[config.mk]
export PLATFORM = sky130hd
export DESIGN_NAME = tcce_ctrl
export DESIGN_NICKNAME = d
export VERILOG_FILES = /design/src/rtl/tcce_pkg.sv /design/src/rtl/tcce_ctrl.sv
export VERILOG_INCLUDE_DIRS = /design/src /design/src/rtl
export SDC_FILE = /design/constraint.sdc
export NUM_CORES = 1
export LEC_CHECK = 0
export ABC_AREA = 0
export BUFFER_PORTS_ARGS = -buffer_cell sky130_fd_sc_hd__buf_2
export CORE_MARGIN = 2
export CORE_UTILIZATION = 43
export DETAILED_ROUTE_END_ITERATION = 16
export PLACE_DENSITY_LB_ADDON = 0.1
export SLEW_MARGIN = 10
export SYNTH_ARGS = -nofsm -noshare
export SYNTH_HDL_FRONTEND = slang
export SYNTH_SLANG_ARGS = --single-unit
[constraint.sdc]
create_clock -name i_clk -period 1.65 [get_ports i_clk]
set_input_delay 0.165 -clock i_clk [delete_from_list [all_inputs] [get_ports i_clk]]
set_output_delay 0.165 -clock i_clk [all_outputs]
set_load 0.05 [all_outputs]
[src/rtl/text_console_cursor_engine_defines.svh]
// Assertion macros shared by the console engine RTL.
`ifndef TEXT_CONSOLE_CURSOR_ENGINE_DEFINES_SVH
`define TEXT_CONSOLE_CURSOR_ENGINE_DEFINES_SVH

// Same-cycle implication, sampled on i_clk, off during reset.
`define TCCE_ASSERT_IMP(lbl, ante, cons, msg) \
    lbl: assert property (@(posedge i_clk) disable iff (!i_rst_n) (ante) |-> (cons)) \
        else $error(msg);

// Next-cycle implication, sampled on i_clk, off during reset.
`define TCCE_ASSERT_NXT(lbl, ante, cons, msg) \
    lbl: assert property (@(posedge i_clk) disable iff (!i_rst_n) (ante) |=> (cons)) \
        else $error(msg);

`endif

[src/rtl/tcce_pkg.sv]
// Shared types and constants for the text console cursor engine.
package tcce_pkg;

    localparam int REQ_W        = 3;
    localparam int CHAR_W       = 8;
    localparam int POS_IN_W     = 8;
    localparam int CELL_W       = 16;
    localparam int CURSOR_COL_W = 7;
    localparam int CURSOR_ROW_W = 5;

    localparam logic [CELL_W-1:0] BLANK_CELL = 16'h0720;

    // Control characters handled by put char
    localparam logic [CHAR_W-1:0] CH_BACKSPACE = 8'd8;
    localparam logic [CHAR_W-1:0] CH_TAB       = 8'd9;
    localparam logic [CHAR_W-1:0] CH_NEWLINE   = 8'd10;
    localparam logic [CHAR_W-1:0] CH_RETURN    = 8'd13;

    typedef enum logic [REQ_W-1:0] {
        REQ_PUT   = 3'd0,
        REQ_READ  = 3'd1,
        REQ_SET   = 3'd2,
        REQ_BLANK = 3'd3,
        REQ_CLEAR = 3'd4
    } t_req;

    // Controller to datapath
    typedef struct packed {
        logic load;         // latch the accepted transaction
        logic exec;         // decode and apply the request
        logic rd_capture;   // take read data from the store
        logic clear_sweep;  // write blanks over the whole store
        logic scroll_sweep; // copy rows up, blank the bottom row
        logic load_out;     // fill the result register
    } t_dp_cmd;

    // Datapath to controller
    typedef struct packed {
        logic is_read;
        logic is_clear;
        logic need_scroll;
        logic clear_last;
        logic scroll_last;
    } t_dp_stat;

endpackage

[src/rtl/tcce_ctrl.sv]
// Sequencing state machine for the console engine.
`include "text_console_cursor_engine_defines.svh"

module tcce_ctrl (
    input  logic               i_clk,
    input  logic               i_rst_n,
    input  logic               i_in_valid,
    output logic               o_in_stall,
    input  logic               i_out_stall,
    output logic               o_out_valid,
    output tcce_pkg::t_dp_cmd  o_cmd,
    input  tcce_pkg::t_dp_stat i_stat
);
    import tcce_pkg::*;

    typedef enum logic [6:0] {
        S_INIT   = 7'b0000001,
        S_IDLE   = 7'b0000010,
        S_EXEC   = 7'b0000100,
        S_RDWAIT = 7'b0001000,
        S_SCROLL = 7'b0010000,
        S_CLEAR  = 7'b0100000,
        S_FINISH = 7'b1000000
    } t_state;

    t_state r_state, n_state;
    logic   r_out_valid, n_out_valid;

    // Next state and commands
    always_comb begin
        n_state = r_state;
        o_cmd   = '0;
        unique case (r_state)
            S_INIT: begin
                o_cmd.clear_sweep = 1'b1;
                if (i_stat.clear_last) n_state = S_IDLE;
            end
            S_IDLE: begin
                if (i_in_valid) begin
                    o_cmd.load = 1'b1;
                    n_state    = S_EXEC;
                end
            end
            S_EXEC: begin
                o_cmd.exec = 1'b1;
                priority if (i_stat.is_clear)    n_state = S_CLEAR;
                else if     (i_stat.is_read)     n_state = S_RDWAIT;
                else if     (i_stat.need_scroll) n_state = S_SCROLL;
                else                             n_state = S_FINISH;
            end
            S_RDWAIT: begin
                o_cmd.rd_capture = 1'b1;
                n_state          = S_FINISH;
            end
            S_SCROLL: begin
                o_cmd.scroll_sweep = 1'b1;
                if (i_stat.scroll_last) n_state = S_FINISH;
            end
            S_CLEAR: begin
                o_cmd.clear_sweep = 1'b1;
                if (i_stat.clear_last) n_state = S_FINISH;
            end
            S_FINISH: begin
                // wait for room in the result register
                if (!r_out_valid || !i_out_stall) begin
                    o_cmd.load_out = 1'b1;
                    n_state        = S_IDLE;
                end
            end
            default: n_state = S_INIT;
        endcase
    end

    // Result register occupancy
    always_comb begin
        priority if (o_cmd.load_out)           n_out_valid = 1'b1;
        else if (r_out_valid && !i_out_stall)  n_out_valid = 1'b0;
        else                                   n_out_valid = r_out_valid;
    end

    always_ff @(posedge i_clk) begin
        if (!i_rst_n) begin
            r_state     <= S_INIT;
            r_out_valid <= 1'b0;
        end else begin
            r_state     <= n_state;
            r_out_valid <= n_out_valid;
        end
    end

    assign o_in_stall  = (r_state != S_IDLE);
    assign o_out_valid = r_out_valid;

    `TCCE_ASSERT_NXT(a_accept_busy, i_in_valid && !o_in_stall, o_in_stall,
        "input taken but engine not busy next cycle")
    `TCCE_ASSERT_IMP(a_out_from_finish, $rose(r_out_valid), $past(r_state == S_FINISH),
        "result appeared outside the finish step")
    `TCCE_ASSERT_NXT(a_finish_holds, (r_state == S_FINISH) && r_out_valid && i_out_stall,
        r_state == S_FINISH, "result register overwritten while full")

endmodule

# Yosys cells after proc, flatten, opt, wreduce, memory -nomap -nowiden
# Cells that the tools add are included.
word_totals:
  reg_bits: 8
  in_bits: 9
classes:
  n_eq_ne: 13
  n_mux: 19
  reduce_logical: 7
ops:
  columns: ["operator", "count"]
  rows:
  - ["$mux 7", 8]
  - ["$pmux 7 s7", 1]
  - ["$mux 1", 10]
  - ["$ne 2x2->1 const B", 5]
  - ["$eq 7x1->1 const B", 1]
  - ["$eq 7x2->1 const B", 1]
  - ["$eq 7x3->1 const B", 1]
  - ["$eq 7x4->1 const B", 1]
  - ["$eq 7x5->1 const B", 1]
  - ["$eq 7x6->1 const B", 1]
  - ["$eq 7x7->1 const B", 1]
  - ["$ne 7x2->1 const B", 1]
  - ["$reduce_and 5->1", 1]
  - ["$logic_not 1->1", 2]
  - ["$reduce_bool 2->1", 1]
  - ["$reduce_or 2->1", 1]
  - ["$logic_and 1x1->1", 1]
  - ["$logic_or 1x1->1", 1]

# Depth between registers and ports, before layout
# Gate-level depths: netlist of the first run.
depth:
  word_depth: 5
  depth_mapped: 6
  mapped_depth_nobuf: 5

# Worst setup path after synthesis of the first run
# Ideal clock, no wire load.
synth_path:
  path_type: "flip-flop to output port"
  start: "register r_state[1]"
  end: "output port o_cmd[2] in the netlist's numbering"
  arrival_time_ns: 2.236
  required_time_ns: 1.485
  path_slack_ns: -0.751
  path_stages_with_launch: 3
  cell_sequence: "dfxtp_1 -> or3_1 -> nor4_1"
synth_lines:
  columns: ["element", "line", "text"]
  rows:
  - ["from (decl)", "tcce_ctrl.sv:26", "t_state r_state, n_state;"]
  - ["from (signal assigned)", "tcce_ctrl.sv:86", "r_state <= n_state;"]
  - ["to (decl)", "tcce_ctrl.sv:11", "output tcce_pkg::t_dp_cmd o_cmd,"]

==> flow_summary.html, run 1 <==
<table>
<tr><th>Metric</th><th>Value</th></tr>
<tr><th colspan="2">Power</th></tr>
<tr><td>Net switching power</td><td>338 µW</td></tr>
<tr><td>Total power of the final layout</td><td>875 µW</td></tr>
<tr><td>Relative contribution of combinational cells to total power</td><td>54.4%</td></tr>
<tr><td>Fraction of power consumed by the clock network</td><td>17.4%</td></tr>
<tr><td>Internal power</td><td>537 µW</td></tr>
<tr><td>Static leakage</td><td>a little under 0.4 nW</td></tr>
<tr><td>Reg power frac</td><td>~28%</td></tr>
<tr><td>Net switching share of the total power</td><td>slightly below 40%</td></tr>
<tr><td>Power per standard cell area</td><td>1000 mW/mm²</td></tr>
<tr><td>Worst IR Drop VDD</td><td>0.712 mV</td></tr>
<tr><th colspan="2">Critical path</th></tr>
<tr><td>Maximum fanout encountered on the critical timing path</td><td>4</td></tr>
<tr><td>Required time at the endpoint of the critical path</td><td>1480 ps</td></tr>
<tr><td>Class of the most critical setup path</td><td>flop to primary output</td></tr>
<tr><td>Crit path launch type</td><td>flop</td></tr>
<tr><td>Crit path arrival time</td><td>1480 ps</td></tr>
<tr><td>Critical Path Sink Type</td><td>primary output</td></tr>
<tr><th colspan="2">Finish</th></tr>
<tr><td>Most common library cell in the layout ignoring fill and taps</td><td>sky130_fd_sc_hd__buf_4</td></tr>
<tr><td>Share of the core filled with cells in the final layout</td><td>68.9%</td></tr>
<tr><td>Total area of multi-input combinational cells</td><td>399 µm²</td></tr>
<tr><td>Number of inserted filler cells in the final layout</td><td>111</td></tr>
<tr><td>Ratio of cells with drive above 1 in the final layout</td><td>55.9%</td></tr>
<tr><td>Top library cells by usage in the layout, fill and taps aside</td><td>sky130_fd_sc_hd__buf_4, sky130_fd_sc_hd__buf_2</td></tr>
<tr><td>Number of antenna repair diodes</td><td>0</td></tr>
<tr><td>Layout Nets</td><td>113</td></tr>
<tr><td>Growth of design area from synthesis to finish</td><td>54.0%</td></tr>
<tr><td>Sequential cell area</td><td>around 170 µm²</td></tr>
<tr><th colspan="2">Floorplanning</th></tr>
<tr><td># IOs</td><td>17</td></tr>
<tr><td>Site row count</td><td>13</td></tr>
<tr><td>Width of the chip</td><td>40.3 µm</td></tr>
<tr><td>Die Footprint</td><td>0.00163 mm²</td></tr>
<tr><td>Std-Cell Core Area</td><td>between 0.001 and 0.0015 mm²</td></tr>
<tr><td>Height of the chip</td><td>40.3 µm</td></tr>
<tr><td>Starting utilization of the core area</td><td>44.8%</td></tr>
<tr><th colspan="2">Global route</th></tr>
<tr><td>Initial antenna violation count</td><td>0</td></tr>
<tr><td>Maximum number of pins on one net before global-route repair</td><td>10</td></tr>
<tr><td>All-Layer GR Usage</td><td>22.9%</td></tr>
<tr><td>Global-route wire length before repair</td><td>2450 µm</td></tr>
<tr><td>GRT overflow</td><td>0</td></tr>
<tr><td>Number of global-route vias before repair</td><td>587</td></tr>
<tr><th colspan="2">Yosys</th></tr>
<tr><td>Sequential area share after synthesis</td><td>about 28%</td></tr>
<tr><td>Most area-consuming cells after synthesis</td><td>sky130_fd_sc_hd__dfxtp_1, sky130_fd_sc_hd__a21oi_1, sky130_fd_sc_hd__nor2_1</td></tr>
<tr><td>Warning count from the yosys run</td><td>0</td></tr>
<tr><td>Proportion of netlist area held by the largest area contributor</td><td>28.2%</td></tr>
<tr><td>Netlist area before placement</td><td>568 µm²</td></tr>
<tr><td>Number of library cell types mapped by synthesis</td><td>32</td></tr>
<tr><td>Synth Instances</td><td>just over 70</td></tr>
<tr><td>Synthesized net count</td><td>80</td></tr>
<tr><td>Mean Syn Cell Area</td><td>between 8 and 9 µm²</td></tr>
<tr><td>Cell type with the highest aggregate area in the netlist</td><td>sky130_fd_sc_hd__dfxtp_1</td></tr>
<tr><td>Synthesis-stage register bit count</td><td>8</td></tr>
<tr><th colspan="2">CTS</th></tr>
<tr><td>Clock buffer count from CTS</td><td>3</td></tr>
<tr><td>Clock slew at reported path FFs</td><td>about 50 ps</td></tr>
<tr><td>Clock tree from TritonCTS</td><td>built</td></tr>
<tr><td>Num Clock Sinks</td><td>8</td></tr>
<tr><td>Maximum buffer depth of the clock tree</td><td>2</td></tr>
<tr><td>H-tree levels</td><td>1</td></tr>
<tr><td>Master cell of the clock root buffer</td><td>sky130_fd_sc_hd__clkbuf_4</td></tr>
<tr><td>Clock latency of the later-clocked register in the worst-skew pair</td><td>about 260 ps</td></tr>
<tr><th colspan="2">Detailed routing</th></tr>
<tr><td>Number of vias per cell</td><td>5.51</td></tr>
<tr><td>Total length of routed wires</td><td>1490 µm</td></tr>
<tr><td>Remaining routing DRC violations</td><td>0</td></tr>
<tr><td>Vias after detailed routing</td><td>645</td></tr>
<tr><td>Number of iterations in the first detailed-routing pass</td><td>4</td></tr>
<tr><td>Average routed wire per standard cell</td><td>12.7 µm</td></tr>
<tr><td>Remaining antenna violation count after routing</td><td>0</td></tr>
<tr><td>Number of DRC violations after detailed-routing iteration 0</td><td>14</td></tr>
<tr><th colspan="2">STA</th></tr>
<tr><td>Worst slew slack as a fraction of its limit</td><td>78.5%</td></tr>
<tr><td>Final Hold Viols</td><td>0</td></tr>
<tr><td>Final Hold Slack</td><td>~110 ps</td></tr>
<tr><td>Final setup violation count</td><td>0</td></tr>
<tr><td>Max Clock Skew</td><td>3.34 ps</td></tr>
<tr><td>Share of the cycle needed by the critical path after routing</td><td>about 100%</td></tr>
<tr><td>Sum of negative setup slack</td><td>0 ps</td></tr>
<tr><td>Transition at the pin with the smallest max-transition slack</td><td>317 ps</td></tr>
<tr><td>Top achievable clock speed</td><td>0.608 GHz</td></tr>
<tr><td>Setup repair after global routing missed its margin</td><td>yes</td></tr>
<tr><td>Crit path time final</td><td>1640 ps</td></tr>
<tr><td>Slew Limit Fails</td><td>0</td></tr>
<tr><th colspan="2">Placed design</th></tr>
<tr><td>Number of port buffers</td><td>16</td></tr>
<tr><td>Hpwl dp</td><td>1100 µm</td></tr>
<tr><td>Last weighted congestion value of the routability-driven placer</td><td>0.816</td></tr>
<tr><th colspan="2">Outcome</th></tr>
<tr><td>Outcome</td><td>finished, final reports clean</td></tr>
<tr><th colspan="2">Flow run</th></tr>
<tr><td>Max-capacitance violation count</td><td>0</td></tr>
<tr><th colspan="2">Worst hold path</th></tr>
<tr><td>Hold WC Path Type</td><td>input pin to flop</td></tr>
</table>
==> Yosys cell counts <==
cell                        instances
sky130_fd_sc_hd__xnor2_1            2
sky130_fd_sc_hd__nor4b_1            1
sky130_fd_sc_hd__a21oi_1            6
sky130_fd_sc_hd__o2111ai_1          2
sky130_fd_sc_hd__buf_4              2
sky130_fd_sc_hd__a31oi_1            1
sky130_fd_sc_hd__a32oi_1            1
sky130_fd_sc_hd__a211o_1            1
sky130_fd_sc_hd__nor3_1             4
sky130_fd_sc_hd__nand4b_1           1
sky130_fd_sc_hd__buf_2              1
sky130_fd_sc_hd__nand2_1            5
sky130_fd_sc_hd__nand4b_2           1
sky130_fd_sc_hd__nor3_4             1
sky130_fd_sc_hd__inv_1              5
sky130_fd_sc_hd__or3_1              1
sky130_fd_sc_hd__nor2_1             7
sky130_fd_sc_hd__nand2b_1           1
sky130_fd_sc_hd__or3_2              2
sky130_fd_sc_hd__a21oi_2            1
sky130_fd_sc_hd__o221a_2            1
sky130_fd_sc_hd__buf_6              2
sky130_fd_sc_hd__and4b_2            1
sky130_fd_sc_hd__or4_1              1
sky130_fd_sc_hd__nor4_1             1
sky130_fd_sc_hd__nand4_1            1
sky130_fd_sc_hd__dfxtp_1            8
sky130_fd_sc_hd__nand4bb_1          1
sky130_fd_sc_hd__o21ai_0            4
sky130_fd_sc_hd__nor2_2             1
sky130_fd_sc_hd__nand3_1            2
sky130_fd_sc_hd__xor2_1             2
==> critical path: stages (launching register included) <==
cell                      delay [ps]
sky130_fd_sc_hd__dfxtp_2         330
sky130_fd_sc_hd__buf_6           120
sky130_fd_sc_hd__or3_4           350
sky130_fd_sc_hd__nor4_4          220
sky130_fd_sc_hd__buf_6           190
==> logic make-up after synthesis <==
logic type	Yosys count	share of synthesized area [%]
compound gates	17	19.6
xor+xnor	4	6.17
buf+inv	10	10.8
flops	8	28.2
simple gates	32	35.2
==> stage by stage <==
step,cell area [µm²],std cells,setup WS [ps]
floorplan,593,71,-297
global route,875,117,-81.3
global placement,751,111,31.8
CTS,827,115,-23.6
detailed placement,751,111,42.7
finish,875,117,6.34
==> layout make-up <==
cell class              count  share of cell area, %
clock buffers               3                   2.58
inverters                   5                   2.15
multi-input cells          53                   45.6
flip-flops and latches      8                   19.5
well taps                  15                   2.15
repair buffers             33                   28.0
==> power by group through the flow <==
stage | Combinational, mW | Sequential [mW] | Clock, mW
after global routing | 0.519 | 0.249 | 0.162
final | 0.476 | 0.246 | 0.153
after floorplan | 0.274 | 0.233 | 0
after global placement | 0.400 | 0.236 | 0
after detailed placement | 0.394 | 0.238 | 0
after CTS | 0.418 | 0.239 | 0.152
==> sequential cells by signal, indices dropped and copies added (netlist names) <==
name,cells
r_state,7
o_out_valid,1
==> metal layers <==
metal  vias up  track usage [%]  wire (µm)
met3         2             5.56        102
li1        323                -          -
met2        28             38.5        715
met4         0             7.50         19
met5         -                0          0
met1       292             28.3        650
==> worst paths after layout <==
kind                            start                       end  slack (ps)  cells after the start
max reg2reg   r_state[1]$_SDFFE_PN0P_   r_state[6]$_SDFFE_PN0P_          80                      5
min                         i_stat[3]   r_state[3]$_SDFFE_PN0P_         110                      2
max           r_state[3]$_SDFFE_PN0P_                  o_cmd[2]           6                      4
min reg2reg  o_out_valid$_SDFFE_PN0P_  o_out_valid$_SDFFE_PN0P_         510                      2
==> repair_timing <==
action | CTS | global route
hold buffers | 0 | 0
pin swaps | 4 | 3
cloned | 0 | 0
resized for setup | 17 | 10
buffers inserted | 1 | 2
setup endpoints to repair | 4 | 6
hold endpoints to repair | 0 | 0
(Power assumes the default switching activity.)
==> run 2: changes to the inputs <==
Settings changed: ABC_AREA 0 to 1, BUFFER_PORTS_ARGS -buffer_cell sky130_fd_sc_hd__buf_2 to default, CORE_AREA from default to 2 2 39 41, CORE_MARGIN 2 to default, CORE_UTILIZATION 43 to default, DIE_AREA from default to 0 0 41 43, DONT_BUFFER_PORTS from default to 1, GPL_ROUTABILITY_DRIVEN from default to 1.
==> run 2 against run 1 <==
  * Total power decreased by 40%
  * Synthesized area is 9.3% lower
  * Cell count fell by 2.6%
  * Routed wire length down 24%
  * Setup slack gained 110 ps
  * Die area increased by 8.3%
  * Clock power decreased by 3%
  * Clock-buffer cell count stayed put
  * Via count decreased by 15%
  * Critical path type unchanged
  * Largest power group is now registers
==> flow_summary.html, run 2 <==
<table>
<tr><th>Metric</th><th>Value</th></tr>
<tr><th colspan="2">Yosys</th></tr>
<tr><td>Fraction of the mapped netlist area in simple logic gates</td><td>45.1%</td></tr>
<tr><td>Most area-consuming cells after synthesis</td><td>sky130_fd_sc_hd__dfxtp_1, sky130_fd_sc_hd__inv_1, sky130_fd_sc_hd__nand2_1</td></tr>
<tr><td>Synthesis-stage register bit count</td><td>8</td></tr>
<tr><td>Xor-xnor portion of the synthesized cell area</td><td>0%</td></tr>
<tr><td>Synthesized net count</td><td>between 90 and 100</td></tr>
<tr><td>Number of library cell types mapped by synthesis</td><td>13</td></tr>
<tr><td>Synth Instances</td><td>88</td></tr>
<tr><td>Largest family of logic cells by synthesized area</td><td>simple AND/OR/NAND/NOR gates</td></tr>
<tr><td>Most common library cells after synthesis</td><td>sky130_fd_sc_hd__inv_1, sky130_fd_sc_hd__nand2_1, sky130_fd_sc_hd__nor2_1, sky130_fd_sc_hd__nand3_1, sky130_fd_sc_hd__dfxtp_1</td></tr>
<tr><td>Proportion of synthesized area in mux cells</td><td>0%</td></tr>
<tr><td>Sequential area share after synthesis</td><td>between 30 and 40%</td></tr>
<tr><td>Share of synthesized registers carrying an async set or reset</td><td>0%</td></tr>
<tr><td>Cell type with the highest aggregate area in the netlist</td><td>sky130_fd_sc_hd__dfxtp_1</td></tr>
<tr><td>Synthesized-area fraction occupied by ao, oa, aoi and oai cells</td><td>7.77%</td></tr>
<tr><td>Number of flops mapped to enable cells by yosys</td><td>0</td></tr>
<tr><td>Netlist area before placement</td><td>between 500 and 600 µm²</td></tr>
<tr><td>Proportion of netlist area held by the largest area contributor</td><td>between 30% and 40%</td></tr>
<tr><td>Post-synthesis adder-cell area fraction</td><td>0%</td></tr>
<tr><td>Mean Syn Cell Area</td><td>~5.9 µm²</td></tr>
<tr><td>Prevailing post-synth register cell</td><td>sky130_fd_sc_hd__dfxtp_1</td></tr>
<tr><td>Warning count from the yosys run</td><td>0</td></tr>
<tr><th colspan="2">CTS</th></tr>
<tr><td>Clock slew at reported path FFs</td><td>approximately 50 ps</td></tr>
<tr><td>Clock buffer count from CTS</td><td>3</td></tr>
<tr><td>Maximum buffer depth of the clock tree</td><td>2</td></tr>
<tr><td>Master cell of the clock root buffer</td><td>sky130_fd_sc_hd__clkbuf_4</td></tr>
<tr><td>H-tree levels</td><td>1</td></tr>
<tr><td>Clock latency of the later-clocked register in the worst-skew pair</td><td>260 ps</td></tr>
<tr><td>Num Clock Sinks</td><td>8</td></tr>
<tr><td>Clock tree from TritonCTS</td><td>built</td></tr>
<tr><th colspan="2">STA</th></tr>
<tr><td>Setup repair after global routing missed its margin</td><td>no</td></tr>
<tr><td>Top achievable clock speed</td><td>around 0.65 GHz</td></tr>
<tr><td>Max Clock Skew</td><td>1.62 ps</td></tr>
<tr><td>Final setup violation count</td><td>0</td></tr>
<tr><td>Worst slew slack as a fraction of its limit</td><td>87.6%</td></tr>
<tr><td>Transition at the pin with the smallest max-transition slack</td><td>185 ps</td></tr>
<tr><td>Slew Limit Fails</td><td>0</td></tr>
<tr><td>Share of the cycle needed by the critical path after routing</td><td>92.9%</td></tr>
<tr><td>Sum of negative setup slack</td><td>0 ps</td></tr>
<tr><td>Setup ws final</td><td>118 ps</td></tr>
<tr><td>Final Hold Viols</td><td>0</td></tr>
<tr><td>Final Hold Slack</td><td>18.5 ps</td></tr>
<tr><td>Crit path time final</td><td>~1500 ps</td></tr>
<tr><th colspan="2">Global route</th></tr>
<tr><td>Initial antenna violation count</td><td>0</td></tr>
<tr><td>Number of global-route vias before repair</td><td>514</td></tr>
<tr><td>Maximum number of pins on one net before global-route repair</td><td>6</td></tr>
<tr><td>GRT overflow</td><td>0</td></tr>
<tr><td>All-Layer GR Usage</td><td>17.2%</td></tr>
<tr><td>Global-route wire length before repair</td><td>between 2000 and 2500 µm</td></tr>
<tr><th colspan="2">Finish</th></tr>
<tr><td>Top library cells by usage in the layout, fill and taps aside</td><td>sky130_fd_sc_hd__nand2_1, sky130_fd_sc_hd__inv_1, sky130_fd_sc_hd__nor2_1, sky130_fd_sc_hd__nand3_1, sky130_fd_sc_hd__dfxtp_1</td></tr>
<tr><td>Number of antenna repair diodes</td><td>0</td></tr>
<tr><td>Final instance count without filler cells</td><td>114</td></tr>
<tr><td>Share of the core filled with cells in the final layout</td><td>44.6%</td></tr>
<tr><td>Sequential cell area</td><td>approximately 160 µm²</td></tr>
<tr><td>Number of flip-flops in the largest register</td><td>7</td></tr>
<tr><td>Ratio of cells with drive above 1 in the final layout</td><td>21.4%</td></tr>
<tr><td>Largest reg by FF count</td><td>r_state</td></tr>
<tr><td>Final design instance area without fill</td><td>617 µm²</td></tr>
<tr><td>Layout Nets</td><td>109</td></tr>
<tr><td>Growth of design area from synthesis to finish</td><td>19.7%</td></tr>
<tr><td>Total area of multi-input combinational cells</td><td>275 µm²</td></tr>
<tr><td>Number of inserted filler cells in the final layout</td><td>approximately 150</td></tr>
<tr><th colspan="2">Power</th></tr>
<tr><td>Total power of the final layout</td><td>525 µW</td></tr>
<tr><td>Internal power</td><td>341 µW</td></tr>
<tr><td>Net switching share of the total power</td><td>35.1%</td></tr>
<tr><td>Fraction of power consumed by the clock network</td><td>28.3%</td></tr>
<tr><td>Static leakage</td><td>0.353 nW</td></tr>
<tr><td>Net switching power</td><td>185 µW</td></tr>
<tr><td>Reg power frac</td><td>40.3%</td></tr>
<tr><td>Relative contribution of combinational cells to total power</td><td>31.5%</td></tr>
<tr><td>Power per standard cell area</td><td>852 mW/mm²</td></tr>
<tr><td>Worst IR Drop VDD</td><td>0.382 mV</td></tr>
<tr><th colspan="2">Outcome</th></tr>
<tr><td>Outcome</td><td>finished, final reports clean</td></tr>
<tr><th colspan="2">Detailed routing</th></tr>
<tr><td>Number of DRC violations after detailed-routing iteration 0</td><td>9</td></tr>
<tr><td>Remaining routing DRC violations</td><td>0</td></tr>
<tr><td>Total length of routed wires</td><td>1120 µm</td></tr>
<tr><td>Vias after detailed routing</td><td>~550</td></tr>
<tr><td>Remaining antenna violation count after routing</td><td>0</td></tr>
<tr><td>Average routed wire per standard cell</td><td>roughly 10 µm</td></tr>
<tr><td>Number of vias per cell</td><td>between 4 and 5</td></tr>
<tr><td>Number of iterations in the first detailed-routing pass</td><td>4</td></tr>
<tr><th colspan="2">Placed design</th></tr>
<tr><td>Last weighted congestion value of the routability-driven placer</td><td>around 0.77</td></tr>
<tr><td>Number of port buffers</td><td>0</td></tr>
<tr><td>Hpwl dp</td><td>~1000 µm</td></tr>
<tr><td>Worst setup slack after placement</td><td>between 300 and 400 ps</td></tr>
<tr><td>Post-placement cell count</td><td>111</td></tr>
<tr><td>Instance area at placement</td><td>591 µm²</td></tr>
<tr><th colspan="2">Critical path</th></tr>
<tr><td>Class of the most critical setup path</td><td>flop to primary output</td></tr>
<tr><td>Maximum fanout encountered on the critical timing path</td><td>5</td></tr>
<tr><td>Crit path launch type</td><td>flop</td></tr>
<tr><td>Termination of the worst setup path</td><td>o_cmd[2]</td></tr>
<tr><td>Crit path arrival time</td><td>roughly 1400 ps</td></tr>
<tr><td>Required time at the endpoint of the critical path</td><td>between 1000 and 1500 ps</td></tr>
<tr><td>Reg-to-Reg End</td><td>r_state[6]$_SDFFE_PN0P_</td></tr>
<tr><td>Number of cells traversed by the worst register-to-register path</td><td>8</td></tr>
<tr><td>Reg-to-reg startpoint</td><td>r_state[4]$_SDFFE_PN0P_</td></tr>
<tr><td>Source of the critical timing path</td><td>r_state[4]$_SDFFE_PN0P_</td></tr>
<tr><td>Internal reg-to-reg setup slack</td><td>370 ps</td></tr>
<tr><td>Critical Path Sink Type</td><td>primary output</td></tr>
<tr><th colspan="2">Floorplanning</th></tr>
<tr><td># IOs</td><td>17</td></tr>
<tr><td>Starting utilization of the core area</td><td>between 30% and 40%</td></tr>
<tr><td>Width of the chip</td><td>41 µm</td></tr>
<tr><td>Die Footprint</td><td>approximately 0.0018 mm²</td></tr>
<tr><td>Std-Cell Core Area</td><td>0.00138 mm²</td></tr>
<tr><td>Site row count</td><td>14</td></tr>
<tr><td>Height of the chip</td><td>43 µm</td></tr>
<tr><th colspan="2">Flow run</th></tr>
<tr><td>Max-capacitance violation count</td><td>0</td></tr>
<tr><th colspan="2">Worst hold path</th></tr>
<tr><td>Hold WC Path Type</td><td>input pin to flop</td></tr>
<tr><td>Worst hold path depth</td><td>1</td></tr>
</table>
-- run 2: cells by family after synthesis --
family	Yosys count
AOI/OAI and AO/OA	7
and+or+nand+nor	52
DFF	8
buffers and inverters	21
-- run 2: layout make-up --
type | instances | area share, %
multi-input combinational | 59 | 44.6
sequential | 8 | 26.0
timing repair buffer | 8 | 10.3
inverter | 20 | 12.2
tap | 16 | 3.25
clock buffer | 3 | 3.65
-- run 2: how the worst min path moves through the flow --
stage,start,to,slack (ps)
2_1_floorplan,i_rst_n,r_state[0]$_SDFFE_PN1P_,260
3_3_place_gp,i_rst_n,r_state[0]$_SDFFE_PN1P_,290
3_5_place_dp,i_rst_n,r_state[0]$_SDFFE_PN1P_,290
4_1_cts,i_rst_n,r_state[0]$_SDFFE_PN1P_,30
5_1_grt,i_rst_n,r_state[0]$_SDFFE_PN1P_,10
6_report,i_rst_n,r_state[0]$_SDFFE_PN1P_,20
-- run 2: power groups by stage --
stage | registers [mW] | clock network (mW) | logic, mW
finish | 0.212 | 0.148 | 0.165
global route | 0.213 | 0.167 | 0.184
CTS | 0.212 | 0.151 | 0.160
detailed placement | 0.216 | 0 | 0.160
global placement | 0.215 | 0 | 0.159
floorplan | 0.215 | 0 | 0.125
-- run 2: repair_timing --
item                                    in CTS  in global routing
gates resized for setup                      0                  1
hold buffers                                 0                  0
endpoints found under the setup margin       0                  1
buffers inserted                             0                  0
-- run 2: critical path, stage by stage (launching register included) --
cell and delay [ps]:
sky130_fd_sc_hd__dfxtp_1 330, sky130_fd_sc_hd__nor2_2 160, sky130_fd_sc_hd__nand2_1 100, sky130_fd_sc_hd__inv_2 100, sky130_fd_sc_hd__nand3_1 130, sky130_fd_sc_hd__nand2_2 130, sky130_fd_sc_hd__buf_6 160
-- run 2: routing by layer --
metal | routed length (µm) | share of wire (%) | global-route usage, %
met3 | 73 | 6.5 | 3.66
met4 | 42 | 3.7 | 12.0
met2 | 446 | 40 | 23.1
met1 | 561 | 50 | 23.4
met5 | 0 | 0 | 0
==> run 3: changes to the inputs <==
--- a/constraint.sdc
+++ b/constraint.sdc
@@ -3,2 +3,2 @@
 set_output_delay 0.165 -clock i_clk [all_outputs]
-set_load 0.05 [all_outputs]
+set_load 0.02 [all_outputs]
==> run 3 against run 2 <==
  * Via count fell by 5.1%
  * Clock-buffer cell count did not move
  * Core utilization fell by 2.8 points
  * Critical path depth fell by 1
  * Setup slack got worse by 1.2 ps
  * Final area fell by 6.3%
  * Sequential power barely moved
  * Global-route usage fell by 1.4 points
  * First-iteration DRC count fell by 22%
  * Sequential share of layout area rose by 1.7 points
  * Clock skew barely moved
  * Critical endpoint is now o_cmd[5]
  * Maximum frequency barely moved
==> flow_summary.html, run 3 (synthesis gave the netlist of run 2 again) <==
<table>
<tr><th>Metric</th><th>Value</th></tr>
<tr><th colspan="2">Global route</th></tr>
<tr><td>Maximum number of pins on one net before global-route repair</td><td>6</td></tr>
<tr><td>All-Layer GR Usage</td><td>approximately 16%</td></tr>
<tr><td>GRT overflow</td><td>0</td></tr>
<tr><td>Number of global-route vias before repair</td><td>between 400 and 500</td></tr>
<tr><td>Global-route wire length before repair</td><td>between 1500 and 2000 µm</td></tr>
<tr><td>Initial antenna violation count</td><td>0</td></tr>
<tr><th colspan="2">Floorplanning</th></tr>
<tr><td>Starting utilization of the core area</td><td>37.3%</td></tr>
<tr><td>Std-Cell Core Area</td><td>0.00138 mm²</td></tr>
<tr><td>Die Footprint</td><td>0.00176 mm²</td></tr>
<tr><td>Site row count</td><td>14</td></tr>
<tr><td>Width of the chip</td><td>between 40 and 50 µm</td></tr>
<tr><td># IOs</td><td>17</td></tr>
<tr><td>Height of the chip</td><td>43 µm</td></tr>
<tr><th colspan="2">Finish</th></tr>
<tr><td>Top library cells by usage in the layout, fill and taps aside</td><td>sky130_fd_sc_hd__nand2_1, sky130_fd_sc_hd__inv_1, sky130_fd_sc_hd__nor2_1, sky130_fd_sc_hd__nand3_1, sky130_fd_sc_hd__dfxtp_1</td></tr>
<tr><td>Growth of design area from synthesis to finish</td><td>12.1%</td></tr>
<tr><td>Number of inserted filler cells in the final layout</td><td>151</td></tr>
<tr><td>Final instance count without filler cells</td><td>109</td></tr>
<tr><td>Number of flip-flops in the largest register</td><td>7</td></tr>
<tr><td>Largest reg by FF count</td><td>r_state</td></tr>
<tr><td>Number of antenna repair diodes</td><td>0</td></tr>
<tr><td>Layout Nets</td><td>104</td></tr>
<tr><td>Ratio of cells with drive above 1 in the final layout</td><td>16.1%</td></tr>
<tr><td>Final design instance area without fill</td><td>578 µm²</td></tr>
<tr><td>Share of the core filled with cells in the final layout</td><td>41.8%</td></tr>
<tr><th colspan="2">STA</th></tr>
<tr><td>Final Hold Viols</td><td>0</td></tr>
<tr><td>Final Hold Slack</td><td>around 38 ps</td></tr>
<tr><td>Transition at the pin with the smallest max-transition slack</td><td>approximately 380 ps</td></tr>
<tr><td>Setup ws final</td><td>117 ps</td></tr>
<tr><td>Top achievable clock speed</td><td>0.652 GHz</td></tr>
<tr><td>Worst slew slack as a fraction of its limit</td><td>74.8%</td></tr>
<tr><td>Sum of negative setup slack</td><td>0 ps</td></tr>
<tr><td>Final setup violation count</td><td>0</td></tr>
<tr><td>Share of the cycle needed by the critical path after routing</td><td>92.9%</td></tr>
<tr><td>Crit path time final</td><td>1530 ps</td></tr>
<tr><td>Max Clock Skew</td><td>about 1.9 ps</td></tr>
<tr><td>Slew Limit Fails</td><td>0</td></tr>
<tr><td>Setup repair after global routing missed its margin</td><td>no</td></tr>
<tr><th colspan="2">Detailed routing</th></tr>
<tr><td>Total length of routed wires</td><td>1110 µm</td></tr>
<tr><td>Number of vias per cell</td><td>4.75</td></tr>
<tr><td>Number of DRC violations after detailed-routing iteration 0</td><td>7</td></tr>
<tr><td>Average routed wire per standard cell</td><td>10.2 µm</td></tr>
<tr><td>Number of iterations in the first detailed-routing pass</td><td>4</td></tr>
<tr><td>Vias after detailed routing</td><td>between 500 and 600</td></tr>
<tr><td>Remaining routing DRC violations</td><td>0</td></tr>
<tr><td>Remaining antenna violation count after routing</td><td>0</td></tr>
<tr><th colspan="2">Worst hold path</th></tr>
<tr><td>Min-Delay Startpoint</td><td>i_stat[1]</td></tr>
<tr><td>Hold WC Path Type</td><td>input pin to flop</td></tr>
<tr><th colspan="2">Placed design</th></tr>
<tr><td>Number of port buffers</td><td>0</td></tr>
<tr><td>Hpwl dp</td><td>961 µm</td></tr>
<tr><td>Worst setup slack after placement</td><td>301 ps</td></tr>
<tr><td>Instance area at placement</td><td>543 µm²</td></tr>
<tr><td>Last weighted congestion value of the routability-driven placer</td><td>0.717</td></tr>
<tr><td>Post-placement cell count</td><td>105</td></tr>
<tr><th colspan="2">Critical path</th></tr>
<tr><td>Crit path arrival time</td><td>1370 ps</td></tr>
<tr><td>Source of the critical timing path</td><td>r_state[4]$_SDFFE_PN0P_</td></tr>
<tr><td>Buf/Inv on CP</td><td>1</td></tr>
<tr><td>Required time at the endpoint of the critical path</td><td>1480 ps</td></tr>
<tr><td>Maximum fanout encountered on the critical timing path</td><td>5</td></tr>
<tr><td>Master of the slowest instance on the critical path</td><td>sky130_fd_sc_hd__dfxtp_1</td></tr>
<tr><td>Crit-path cells</td><td>nor2_2, nand2_1, inv_2, nand2_1, nor2_2</td></tr>
<tr><td>Dominant delay contributor by cell family on the critical path</td><td>simple AND/OR/NAND/NOR gates</td></tr>
<tr><td>Crit path launch type</td><td>flop</td></tr>
<tr><td>Max incr delay on CP</td><td>320 ps</td></tr>
<tr><td>Reg-to-reg startpoint</td><td>r_state[1]$_SDFFE_PN0P_</td></tr>
<tr><td>Critical Path Sink Type</td><td>primary output</td></tr>
<tr><td>Class of the most critical setup path</td><td>flop to primary output</td></tr>
<tr><th colspan="2">Power</th></tr>
<tr><td>Total power of the final layout</td><td>479 µW</td></tr>
<tr><td>Worst IR Drop VDD</td><td>~0.33 mV</td></tr>
<tr><td>Power per standard cell area</td><td>828 mW/mm²</td></tr>
<tr><td>Static leakage</td><td>0.325 nW</td></tr>
<tr><th colspan="2">CTS</th></tr>
<tr><td>Clock slew at reported path FFs</td><td>around 50 ps</td></tr>
<tr><td>Num Clock Sinks</td><td>8</td></tr>
<tr><td>Clock buffer count from CTS</td><td>3</td></tr>
<tr><td>Master cell of the clock root buffer</td><td>sky130_fd_sc_hd__clkbuf_4</td></tr>
<tr><td>Clock latency of the later-clocked register in the worst-skew pair</td><td>~250 ps</td></tr>
<tr><td>Maximum buffer depth of the clock tree</td><td>2</td></tr>
<tr><td>H-tree levels</td><td>1</td></tr>
<tr><td>Clock tree from TritonCTS</td><td>built</td></tr>
<tr><th colspan="2">Flow run</th></tr>
<tr><td>Max-capacitance violation count</td><td>0</td></tr>
<tr><th colspan="2">Outcome</th></tr>
<tr><td>Outcome</td><td>finished, final reports clean</td></tr>
</table>
## run 3: final timing paths
check	to	slack (ps)	cells after the start
setup / recovery	o_cmd[5]	120	5
hold / removal	r_state[0]$_SDFFE_PN1P_	40	1
setup reg to reg	r_state[1]$_SDFFE_PN0P_	320	8
hold reg to reg	r_state[5]$_SDFFE_PN0P_	560	2
## run 3: repair_timing
action                                  CTS  global route
buffers inserted                          0             0
resized for setup                         0             1
hold buffers                              0             1
endpoints found under the setup margin    0             1
endpoints found under the hold margin     0             1
## run 3: cell type report
| type | instances | area (µm²) | share of cell area, % |
|---|---|---|---|
| inverters | 20 | 75.1 | 13.0 |
| multi-input cells | 59 | 275 | 47.6 |
| well taps | 16 | 20.0 | 3.46 |
| clock buffers | 3 | 22.5 | 3.90 |
| repair buffers | 3 | 25.0 | 4.33 |
| flip-flops and latches | 8 | 160 | 27.7 |
## run 3: where the power goes
group          switching, mW  total, mW  internal, mW  leakage, nW
clock                 0.0657      0.149        0.0832       0.0138
combinational         0.0821      0.117        0.0350        0.246
sequential           0.00839      0.213         0.204       0.0650
## run 3: metal layers
| layer | global-route usage [%] | vias up | share of wire [%] |
|---|---|---|---|
| li1 | - | 280 | - |
| met1 | 22.4 | 218 | 52 |
| met2 | 20.0 | 18 | 39 |
| met3 | 6.28 | 2 | 8.3 |
| met4 | 8.00 | 0 | 0.99 |
| met5 | 0 | - | 0 |
